===== src/sv/sdf_pkg.sv =====
`default_nettype none

package sdf_pkg;

    // Field widths of the ports.
    localparam int VALUE_W = 25;
    localparam int CHAR_W  = 8;

    // The magnitude of a 25-bit two's complement value fits in 25 bits.
    localparam int MAG_W = VALUE_W;

    // Digit counts run from 1 to at most 10, which fits in 4 bits.
    localparam int DIG_W = 4;

    // Default number of digits before saturation.
    localparam int MAX_DIGITS_DEF = 7;

    // Depth of the queue between the front end and the back end.
    localparam int QUEUE_DEPTH = 2;

    // ASCII codes.
    localparam logic [CHAR_W-1:0] CHAR_MINUS = 8'h2D;
    localparam logic [CHAR_W-1:0] CHAR_ZERO  = 8'h30;

    // One classified number on its way to the back end.
    typedef struct packed {
        logic             neg;
        logic [MAG_W-1:0] mag;
        logic [DIG_W-1:0] ndig;
    } t_item;

    // Ten to the power n, for n up to 10.
    function automatic logic [63:0] pow10(input int n);
        logic [63:0] p;
        p = 64'd1;
        for (int k = 0; k < 10; k++) begin
            if (k < n) begin
                p = p * 64'd10;
            end
        end
        return p;
    endfunction

endpackage

`default_nettype wire


===== src/sv/signed_decimal_formatter_core.sv =====
// Formats one signed 25-bit integer per transaction as ASCII decimal text,
// one character per cycle on o_character with o_strobe high, most significant
// digit first, a leading minus sign for negative values, no leading zeros, and
// o_last on the final digit; magnitudes above 10^MAX_DIGITS - 1 saturate to
// that bound. The receiver cannot stall: every strobed character must be taken
// in its cycle. Each transaction yields a minus sign if negative, then one
// character per digit, 1 to MAX_DIGITS + 1 characters in all; the digit
// sequencer in the back end emits exactly one per clock while a number goes
// out. The first character goes through the input register, the queue, the
// digit sequencer and the output register; the two-entry queue between the
// classifying front end and the sequencer lets new transactions be taken while
// a number goes out; busy rises only when queue and input register are full.

`default_nettype none

module signed_decimal_formatter_core #(
    parameter int MAX_DIGITS = sdf_pkg::MAX_DIGITS_DEF
) (
    input  wire logic                               i_clk,
    input  wire logic                               i_rst_n,
    input  wire logic                               start,
    output logic                                    busy,
    input  wire logic signed [sdf_pkg::VALUE_W-1:0] i_value,
    output logic                                    o_strobe,
    output logic [sdf_pkg::CHAR_W-1:0]              o_character,
    output logic                                    o_last
);
    import sdf_pkg::*;

    logic  q_full;
    logic  q_valid;
    logic  push;
    logic  pop;
    t_item front_item;
    t_item head_item;

    // Front end: input register, sign, magnitude and digit count.
    sdf_front #(
        .MAX_DIGITS (MAX_DIGITS)
    ) u_front (
        .i_clk    (i_clk),
        .i_rst_n  (i_rst_n),
        .i_start  (start),
        .i_value  (VALUE_W'(i_value)),
        .i_q_full (q_full),
        .o_busy   (busy),
        .o_push   (push),
        .o_item   (front_item)
    );

    // Queue between the two halves.
    sdf_queue u_queue (
        .i_clk   (i_clk),
        .i_rst_n (i_rst_n),
        .i_push  (push),
        .i_item  (front_item),
        .i_pop   (pop),
        .o_full  (q_full),
        .o_valid (q_valid),
        .o_item  (head_item)
    );

    // Back end: one character per cycle.
    sdf_back #(
        .MAX_DIGITS (MAX_DIGITS)
    ) u_back (
        .i_clk       (i_clk),
        .i_rst_n     (i_rst_n),
        .i_q_valid   (q_valid),
        .i_item      (head_item),
        .o_pop       (pop),
        .o_strobe    (o_strobe),
        .o_character (o_character),
        .o_last      (o_last)
    );

endmodule

`default_nettype wire


===== src/sv/sdf_front.sv =====
`default_nettype none

module sdf_front #(
    parameter int MAX_DIGITS = sdf_pkg::MAX_DIGITS_DEF
) (
    input  wire logic                         i_clk,
    input  wire logic                         i_rst_n,
    input  wire logic                         i_start,
    input  wire logic [sdf_pkg::VALUE_W-1:0]  i_value,
    input  wire logic                         i_q_full,
    output logic                              o_busy,
    output logic                              o_push,
    output sdf_pkg::t_item                    o_item
);
    import sdf_pkg::*;

    // Largest magnitude that can be shown.
    localparam logic [63:0] LIMIT = pow10(MAX_DIGITS) - 64'd1;

    logic               r_valid;
    logic [VALUE_W-1:0] r_value;
    logic               accept;
    logic               neg;
    logic [MAG_W-1:0]   abs_mag;
    logic [63:0]        ext_mag;
    logic               sat;
    logic [DIG_W-1:0]   ndig;

    // The input register is held while the queue is full.
    assign o_busy = r_valid && i_q_full;
    assign o_push = r_valid && !i_q_full;
    assign accept = i_start && !o_busy;

    // Input register for one transaction.
    always_ff @(posedge i_clk) begin
        if (!i_rst_n) begin
            r_valid <= 1'b0;
        end else if (accept) begin
            r_valid <= 1'b1;
        end else if (o_push) begin
            r_valid <= 1'b0;
        end
    end

    always_ff @(posedge i_clk) begin
        if (accept) begin
            r_value <= i_value;
        end
    end

    // Sign, magnitude, saturation and digit count.
    always_comb begin
        neg     = r_value[VALUE_W-1];
        abs_mag = neg ? (MAG_W'(~r_value) + MAG_W'(1)) : MAG_W'(r_value);
        ext_mag = 64'(abs_mag);
        sat     = ext_mag > LIMIT;
        ndig    = DIG_W'(1);
        for (int k = 1; k < MAX_DIGITS; k++) begin
            if (ext_mag >= pow10(k)) begin
                ndig = ndig + DIG_W'(1);
            end
        end
        if (sat) begin
            ndig = DIG_W'(MAX_DIGITS);
        end
        o_item.neg  = neg;
        o_item.mag  = sat ? LIMIT[MAG_W-1:0] : abs_mag;
        o_item.ndig = ndig;
    end

endmodule

`default_nettype wire


===== src/sv/sdf_queue.sv =====
`default_nettype none

module sdf_queue (
    input  wire logic            i_clk,
    input  wire logic            i_rst_n,
    input  wire logic            i_push,
    input  wire sdf_pkg::t_item  i_item,
    input  wire logic            i_pop,
    output logic                 o_full,
    output logic                 o_valid,
    output sdf_pkg::t_item       o_item
);
    import sdf_pkg::*;

    localparam int PTR_W = (QUEUE_DEPTH > 1) ? $clog2(QUEUE_DEPTH) : 1;
    localparam int CNT_W = $clog2(QUEUE_DEPTH + 1);

    t_item              r_mem [QUEUE_DEPTH];
    logic [PTR_W-1:0]   r_wr_ptr;
    logic [PTR_W-1:0]   r_rd_ptr;
    logic [CNT_W-1:0]   r_count;
    logic               do_push;
    logic               do_pop;

    assign o_full  = r_count == CNT_W'(QUEUE_DEPTH);
    assign o_valid = r_count != '0;
    assign o_item  = r_mem[r_rd_ptr];
    assign do_push = i_push && !o_full;
    assign do_pop  = i_pop && o_valid;

    // Storage.
    always_ff @(posedge i_clk) begin
        if (do_push) begin
            r_mem[r_wr_ptr] <= i_item;
        end
    end

    // Pointers and fill count.
    always_ff @(posedge i_clk) begin
        if (!i_rst_n) begin
            r_wr_ptr <= '0;
            r_rd_ptr <= '0;
            r_count  <= '0;
        end else begin
            if (do_push) begin
                r_wr_ptr <= (r_wr_ptr == PTR_W'(QUEUE_DEPTH - 1)) ? '0
                                                                   : r_wr_ptr + PTR_W'(1);
            end
            if (do_pop) begin
                r_rd_ptr <= (r_rd_ptr == PTR_W'(QUEUE_DEPTH - 1)) ? '0
                                                                   : r_rd_ptr + PTR_W'(1);
            end
            if (do_push && !do_pop) begin
                r_count <= r_count + CNT_W'(1);
            end else if (do_pop && !do_push) begin
                r_count <= r_count - CNT_W'(1);
            end
        end
    end

endmodule

`default_nettype wire


===== src/sv/sdf_back.sv =====
`default_nettype none

module sdf_back #(
    parameter int MAX_DIGITS = sdf_pkg::MAX_DIGITS_DEF
) (
    input  wire logic                        i_clk,
    input  wire logic                        i_rst_n,
    input  wire logic                        i_q_valid,
    input  wire sdf_pkg::t_item              i_item,
    output logic                             o_pop,
    output logic                             o_strobe,
    output logic [sdf_pkg::CHAR_W-1:0]       o_character,
    output logic                             o_last
);
    import sdf_pkg::*;

    logic               r_active;
    logic               r_neg;
    logic [MAG_W-1:0]   r_mag;
    logic [DIG_W-1:0]   r_pos;
    logic               r_strobe;
    logic [CHAR_W-1:0]  r_char;
    logic               r_last;

    logic [63:0]        mult [1:9];
    logic [63:0]        ext_mag;
    logic [63:0]        sel;
    logic [63:0]        rem;
    logic [3:0]         digit;
    logic               done;
    logic [CHAR_W-1:0]  n_char;
    logic               n_last;

    // The number is finished when the units digit goes out.
    assign done  = r_active && !r_neg && (r_pos == DIG_W'(1));
    assign o_pop = i_q_valid && (!r_active || done);

    // Multiples of the weight of the current digit position.
    always_comb begin
        for (int k = 1; k <= 9; k++) begin
            mult[k] = '0;
        end
        for (int j = 0; j < MAX_DIGITS; j++) begin
            if (r_pos == DIG_W'(j + 1)) begin
                for (int k = 1; k <= 9; k++) begin
                    mult[k] = 64'(k) * pow10(j);
                end
            end
        end
    end

    // Digit value by comparison against the multiples, then the remainder.
    always_comb begin
        ext_mag = 64'(r_mag);
        digit   = '0;
        sel     = '0;
        for (int k = 1; k <= 9; k++) begin
            if (ext_mag >= mult[k]) begin
                digit = 4'(k);
                sel   = mult[k];
            end
        end
        rem = ext_mag - sel;
        if (r_neg) begin
            n_char = CHAR_MINUS;
            n_last = 1'b0;
        end else begin
            n_char = CHAR_ZERO + {4'b0000, digit};
            n_last = r_pos == DIG_W'(1);
        end
    end

    // Digit sequencer.
    always_ff @(posedge i_clk) begin
        if (!i_rst_n) begin
            r_active <= 1'b0;
            r_neg    <= 1'b0;
            r_pos    <= '0;
        end else if (o_pop) begin
            r_active <= 1'b1;
            r_neg    <= i_item.neg;
            r_pos    <= i_item.ndig;
        end else if (r_active) begin
            if (r_neg) begin
                r_neg <= 1'b0;
            end else if (done) begin
                r_active <= 1'b0;
            end else begin
                r_pos <= r_pos - DIG_W'(1);
            end
        end
    end

    always_ff @(posedge i_clk) begin
        if (o_pop) begin
            r_mag <= i_item.mag;
        end else if (r_active && !r_neg) begin
            r_mag <= rem[MAG_W-1:0];
        end
    end

    // Output register: one character per cycle.
    always_ff @(posedge i_clk) begin
        if (!i_rst_n) begin
            r_strobe <= 1'b0;
        end else begin
            r_strobe <= r_active;
        end
    end

    always_ff @(posedge i_clk) begin
        r_char <= n_char;
        r_last <= n_last;
    end

    assign o_strobe    = r_strobe;
    assign o_character = r_char;
    assign o_last      = r_last && r_strobe;

endmodule

`default_nettype wire


===== config.mk =====
export PLATFORM = sky130hd
export DESIGN_NAME = signed_decimal_formatter_core
export DESIGN_NICKNAME = d
export VERILOG_FILES = /design/src/sv/sdf_pkg.sv /design/src/sv/signed_decimal_formatter_core.sv /design/src/sv/sdf_front.sv /design/src/sv/sdf_queue.sv /design/src/sv/sdf_back.sv
export SDC_FILE = /design/constraint.sdc
export NUM_CORES = 1
export LEC_CHECK = 0
export BUFFER_PORTS_ARGS = -buffer_cell sky130_fd_sc_hd__buf_2
export CELL_PAD_IN_SITES_DETAIL_PLACEMENT = 0
export CELL_PAD_IN_SITES_GLOBAL_PLACEMENT = 2
export CORE_MARGIN = 4
export CORE_UTILIZATION = 30
export CTS_BUF_LIST = sky130_fd_sc_hd__clkbuf_4
export CTS_CLUSTER_DIAMETER = 200
export CTS_CLUSTER_SIZE = 30
export DETAILED_ROUTE_END_ITERATION = 8
export GPL_ROUTABILITY_DRIVEN = 0
export MAX_ROUTING_LAYER = met4
export PLACE_DENSITY = 0.61
export SYNTH_ARGS = -nofsm -noshare
export SYNTH_HDL_FRONTEND = slang
export SYNTH_SLANG_ARGS = --single-unit

===== constraint.sdc =====
create_clock -name i_clk -period 16.59 [get_ports i_clk]
set_input_delay 1.659 -clock i_clk [delete_from_list [all_inputs] [get_ports i_clk]]
set_output_delay 1.659 -clock i_clk [all_outputs]
set_load 0.005 [all_outputs]

**Word level (Yosys, flattened, before mapping)**

Memory sizes are Yosys's and may differ from the RTL's. A register that Yosys moved wholly into a read port is not among the register bits.
Index checks and enable logic that the tools add are counted.

- Memories kept: 1
- Memory bits (read-only): 0
- Memory bits (writable): 60
- Word-level logic and storage cells: 199
- Latch bits: 0
- Output and inout bits: 11
- Register bits after elaboration: 71
- Input bits: 28

- Div/mod/pow operators: 0
- Bitwise gates (word level): 1
- Multipliers: 45
- Mux-type cells: 77
- Reduce and logical (&&, ||, !) cells: 24
- Order comparisons: 16
- Shift operators: 0
- Eq/ne operators: 10
- Add/subtract/negate cells: 13

Memories:

| name | words | width | read ports | clocked after memory_dff | wr ports | line | text |
|---|---|---|---|---|---|---|---|
| u_queue.r_mem | 2 | 30 | 1 | 1 | 1 | sdf_queue.sv:18 | `t_item r_mem [QUEUE_DEPTH];` |

Operators with widths:

| operator | number |
|---|---|
| $mux W576 | 5 |
| $mux W64 | 21 |
| $mul A64 B3 Y63 const B | 15 |
| $mul A3 B64 Y64 const A | 12 |
| $ge A25 B64 Y1 | 9 |
| $mux W516 | 1 |
| $mux W513 | 1 |
| $mul A2 B64 Y63 const A | 6 |
| $mul A2 B64 Y64 const A | 6 |
| $mul A4 B64 Y64 const A | 6 |
| $mux W25 | 13 |
| $mux W4 | 12 |
| $add A25 B1 Y25 const B | 1 |
| $ge A25 B10 Y1 const B | 1 |
| $ge A25 B14 Y1 const B | 1 |
| $ge A25 B17 Y1 const B | 1 |
| $ge A25 B20 Y1 const B | 1 |
| $ge A25 B4 Y1 const B | 1 |
| $ge A25 B7 Y1 const B | 1 |
| $gt A25 B24 Y1 const B | 1 |
| $not A25 Y25 | 1 |
| $sub A25 B25 Y25 | 1 |
| $add A4 B1 Y4 const B | 4 |
| $eq A4 B3 Y1 const B | 4 |
| other kinds (18) | 61 |

**Logic depth before layout (Yosys ltp)**

- Word-level depth: 27
- Gate-level depth with buffers: 33
- Mapped depth without buffers: 31

**Hierarchy**

From an unflattened synthesis, not the netlist that was laid out.

- Cell total of the unflattened synthesis: 1391
- Area, all modules: 12318.1 sq um

Modules (own cells, without submodules):

| module | cells each | area an instance (sq um) | instances |
|---|---|---|---|
| sdf_back | 986 | 7450.9 | 1 |
| sdf_front | 287 | 2476.1 | 1 |
| sdf_queue | 118 | 2391.0 | 1 |

**Least setup slack after synthesis**

No wires, ideal clock.

- Kind: register to register
- Start point: register u_back.r_pos[0]
- End point: register u_back.r_mag[17], data pin
- Period minus slack after synthesis: 6877 ps
- Setup slack: 9713 ps
- Data arrival time: 6607 ps
- Stages on the path, launching flop included: 33
- Data required time: 16320 ps
- Cell sequence: dfxtp_1 > ha_1 > clkbuf_1 > inv_1 > nor2_1 > inv_1 > nand2_1 > inv_1 > nand2_1 > inv_1 > ha_1 > and3_1 > a221o_1 > a41oi_1 > o211a_1 > o211ai_1 > nand2_1 > clkbuf_1 > o311a_1 > o31ai_1 > a22o_1 > a32oi_1 > ha_1 > nor2b_1 > o31ai_1 > a21oi_1 > a211oi_1 > o21bai_1 > a21o_1 > a21o_1 > a311oi_1 > xor2_1 > a21oi_1

- Word-level cells in the longest chain between the ends: 21
- Elaborated cells between the ends (all ways): 38
- Those cells by class: 1 x add/sub; 9 x order compare; 7 x eq/ne; 18 x mux; 3 x reduce/logical

RTL lines:

| item | line | text |
|---|---|---|
| from (decl) | sdf_back.sv:20 | `logic [DIG_W-1:0] r_pos;` |
| from (signal assigned) | sdf_back.sv:82 | `r_pos <= i_item.ndig;` |
| from (signal assigned) | sdf_back.sv:89 | `r_pos <= r_pos - DIG_W'(1);` |
| $eq A4 B1 Y1 | sdf_back.sv:35, sdf_back.sv:44 |  |
| $mux W513 | sdf_back.sv:44 | `if (r_pos == DIG_W'(j + 1)) begin` |
| $mux W516 | sdf_back.sv:44 |  |
| $mux W576 (5 in series) | sdf_back.sv:44 |  |
| $ge A25 B64 Y1 | sdf_back.sv:58 | `if (ext_mag >= mult[k]) begin` |
| $mux W25 (9 in series) | sdf_back.sv:58 |  |
| $sub A25 B25 Y25 | sdf_back.sv:63 | `rem = ext_mag - sel;` |
| $mux W25 | sdf_back.sv:97 | `end else if (r_active && !r_neg) begin` |
| $mux W25 (*) | sdf_back.sv:95 | `if (o_pop) begin` |
| to (signal assigned) | sdf_back.sv:96 | `r_mag <= i_item.mag;` |
| to (signal assigned) | sdf_back.sv:98 | `r_mag <= rem[MAG_W-1:0];` |
| to (decl) | sdf_back.sv:19 | `logic [MAG_W-1:0] r_mag;` |

Mark *: on every way between the ends. The rest lies on a longest branch, timed or not. The select of a mux whose other input is x is not followed.
A chain may end at the register's enable or synchronous reset.

**Worst setup path after layout**

- Start point: register u_back.r_pos[1]
- End point: register u_back.r_mag[24], data pin

The elaborated chain is that of the path after synthesis.

==> results_dict.tcl <==
set metrics [dict create \
    ys.flop_type "edfxtp_1" \
    worst_path_max_delay_cell "nand2_1" \
    setup_viol 0 \
    yosysTopAreaCellShare_pct 27.2 \
    postRouteAntennaNets 0 \
    synthCells 1389 \
    cp-start-kind "flop" \
    end_kind "flop" \
    synth.largest_area_cell "edfxtp_1" \
    h-tree-depth 4 \
    switching_share_pct 52.2 \
    worst_pin_slew_ns 1.22 \
    cp.buffers_inverters 7 \
    die_area_mm2 0.0438 \
    ys_types 82 \
    min_path_type "flop to flop" \
    clock_skew_ns 0.0212 \
    synth_edf_count 110 \
    rsz0062_at_grt "no" \
    synth_warnings 0 \
    grt_pass1_wl_um 65100 \
    routed_wl_um 42200 \
    cts_buffers 17 \
    max_freq_ghz 0.111 \
    cts_resized 0 \
    synthArstFlopShare_pct 0 \
    grt_start_max_net_pins 44 \
    dr.pass1.iters 5 \
    antenna_found_initial 1 \
    clockBufferDepth 2 \
    finalMaxSlewViolations 0 \
    path_common_cell "inv_1" \
    nNetsFinal 1600 \
    fin_tns_setup_ns 0 \
    multi_input_area_mm2 0.00806 \
    synthTopCellsByArea "edfxtp_1, ha_1, a21oi_1" \
    cts_tree "done" \
    cellLeakagePower_uw 0.00486 \
    wl_per_cell_um 21.6 \
    drt_iter0_drc 574 \
    area_growth_pct 9.15 \
    place_ws_ns 7.71 \
    netlist_area_mm2 0.0122 \
    grt_usage_pct 19.6 \
    die_w_um 209 \
    grt_pass1_vias 10700 \
    crit_required_ns 16.89 \
    seq_area_mm2 0.00368 \
    status "complete, no violations" \
    clk_latency_ns 0.56 \
    n_fill_cell 4206 \
    crit_path_max_fanout 23 \
    hold_violations 0 \
    cts_setup_buffers 0 \
    syn_avg_cell_area_um2 8.75 \
    post-route-min-period_ns 9.01 \
    power_frac_clock_pct 8.1 \
    vias 10800 \
    design.core.area_mm2 0.0399 \
    p_seq_share_pct 22.8 \
    drcViolationCount 0 \
    path_clk_slew_ns 0.12 \
    switching_power_uw 1450 \
    hpwl_um 33000 \
    maxCapViolCount 0 \
    worstPathArrival_ns 9.31 \
    grt_overflow 0 \
    comb_power_share_pct 69.1 \
    slew-limit-headroom_pct 17.7 \
    boundaryPins 39 \
    internal-power_uw 1330 \
    ctsHoldBuffers 0 \
    worst-r2r-setup-slack_ns 7.58 \
    die_h_um 209 \
    peakVddDrop_uv 68.1 \
    cts.sinks 129 \
    numPortBuffers 35 \
    yosysSeqAreaShare_pct 30.3 \
    path_class "flop to flop" \
    root_buffer "clkbuf_4" \
    rows 73 \
    worst_slack_ns 7.58 \
    slowest_delay_ns 0.67 \
    initial_core_util_pct 30.5 \
    yosys_register_bits 129 \
    via_per_inst 5.51 \
    fin_crit_sh_pct 54.3 \
    power.density_mw_per_mm2 210 \
    critPathTopFamily "compound AO/OA/AOI/OAI gates" \
    drive_gt1_share_pct 8.98 \
]
-- final timing paths --
check	from	to	depth (start not counted)
setup reg to reg	u_back.r_pos[1]	u_back.r_mag[24]	33
hold reg to reg	u_queue.r_rd_ptr	u_queue.r_rd_ptr	2
setup / recovery	u_back.r_pos[1]	u_back.r_mag[24]	33
hold / removal	u_queue.r_rd_ptr	u_queue.r_rd_ptr	2
-- sequential cells by signal (all words and copies together) (netlist names), 2 cells and up, named ones only --
register and cells:
u_front.r_value 25, u_back.r_mag 25, u_back.r_pos 4, u_queue.r_mem 60, u_back.o_character 5, u_queue.r_count 2
-- Yosys cell counts (all sizes together) (28+ instances only) --
master and number:
mux2i 28, edfxtp 110, ha 157, inv 54
a21oi 121, xor2 28, o21ai 97, nand2 105
nand3 34, a21o 43, clkbuf 47, nor2 121
-- cells by family (layout without fill, tap and decap cells) --
kind of cell,Yosys count,after routing,share of synthesized area [%]
XOR/XNOR,54,54,3.89
AO/OA/AOI/OAI,448,448,24.2
other,2,6,0.0618
multiplexers,33,33,2.77
adder cells (fa/ha/maj),159,159,16.5
AND/OR/NAND/NOR,451,451,18.6
flip-flops,129,129,30.3
buffers and inverters,113,147,3.72
-- layer usage --
layer / global-route usage [%] / vias to the layer above / share of wire (%) / wire length (um)
li1: - / 5345 / - / -
met1: 24.9 / 5080 / 45 / 18900
met2: 32.4 / 263 / 48 / 20200
met3: 2.35 / 76 / 3.5 / 1480
met4: 7.09 / 0 / 3.8 / 1620
met5: - / - / 0 / 0
-- power groups by stage --
stage | Combinational, uW | Clock (uW) | Sequential, uW
3_5_place_dp | 1910 | 0 | 641
5_1_grt | 2180 | 254 | 647
4_1_cts | 1930 | 240 | 634
2_1_floorplan | 1390 | 0 | 555
6_report | 1920 | 227 | 635
3_3_place_gp | 1920 | 0 | 643
-- cells in the final DEF, fill, tap and decap left out, drive strengths merged, types with 26 or more instances in the layout --
cell type,netlist,routed
a21o,43,43
a21oi,121,121
buf,11,60
edfxtp,110,110
ha,157,157
inv,54,54
mux2i,28,28
nand2,105,105
nand3,34,34
nor2,121,121
nor2b,27,27
nor3,27,27
o211ai,27,27
o21ai,97,97
xnor2,26,26
xor2,28,28
-- stage by stage --
stage | instance area (um2) | power, uW | utilization (%) | cells | hold WS, ns
3_5_place_dp | 13000 | 2550 | 32.5 | 1919 | 0.512
4_1_cts | 13300 | 2800 | 33.2 | 1951 | 0.535
6_report | 13300 | 2780 | 33.2 | 1952 | 0.535
5_1_grt | 13300 | 3080 | 33.2 | 1952 | 0.549
2_1_floorplan | 12200 | 1940 | - | 1392 | 0.427
3_3_place_gp | 13000 | 2570 | 32.5 | 1919 | 0.503
-- cell type report --
| cell class | count | share of cell area (%) |
|---|---|---|
| Antenna cell | 1 | 0.0189 |
| Clock inverter | 14 | 1.25 |
| Timing Repair Buffer | 60 | 2.73 |
| Clock buffer | 18 | 1.02 |
| Sequential cell | 129 | 27.8 |
| Inverter | 55 | 1.56 |
| Tap cell | 525 | 4.95 |
| Multi-Input combinational cell | 1150 | 60.7 |
-- worst reg2reg max path: cells and delay by family, from the launching register on --
kind,cells,cell delay (ns)
flops,1,0.44
buf+inv,7,1.28
fa+ha+maj,4,1.52
xor+xnor,1,0.08
simple gates,6,2.00
compound gates,15,3.43
No activity file was read; power rests on OpenSTA's default activity.
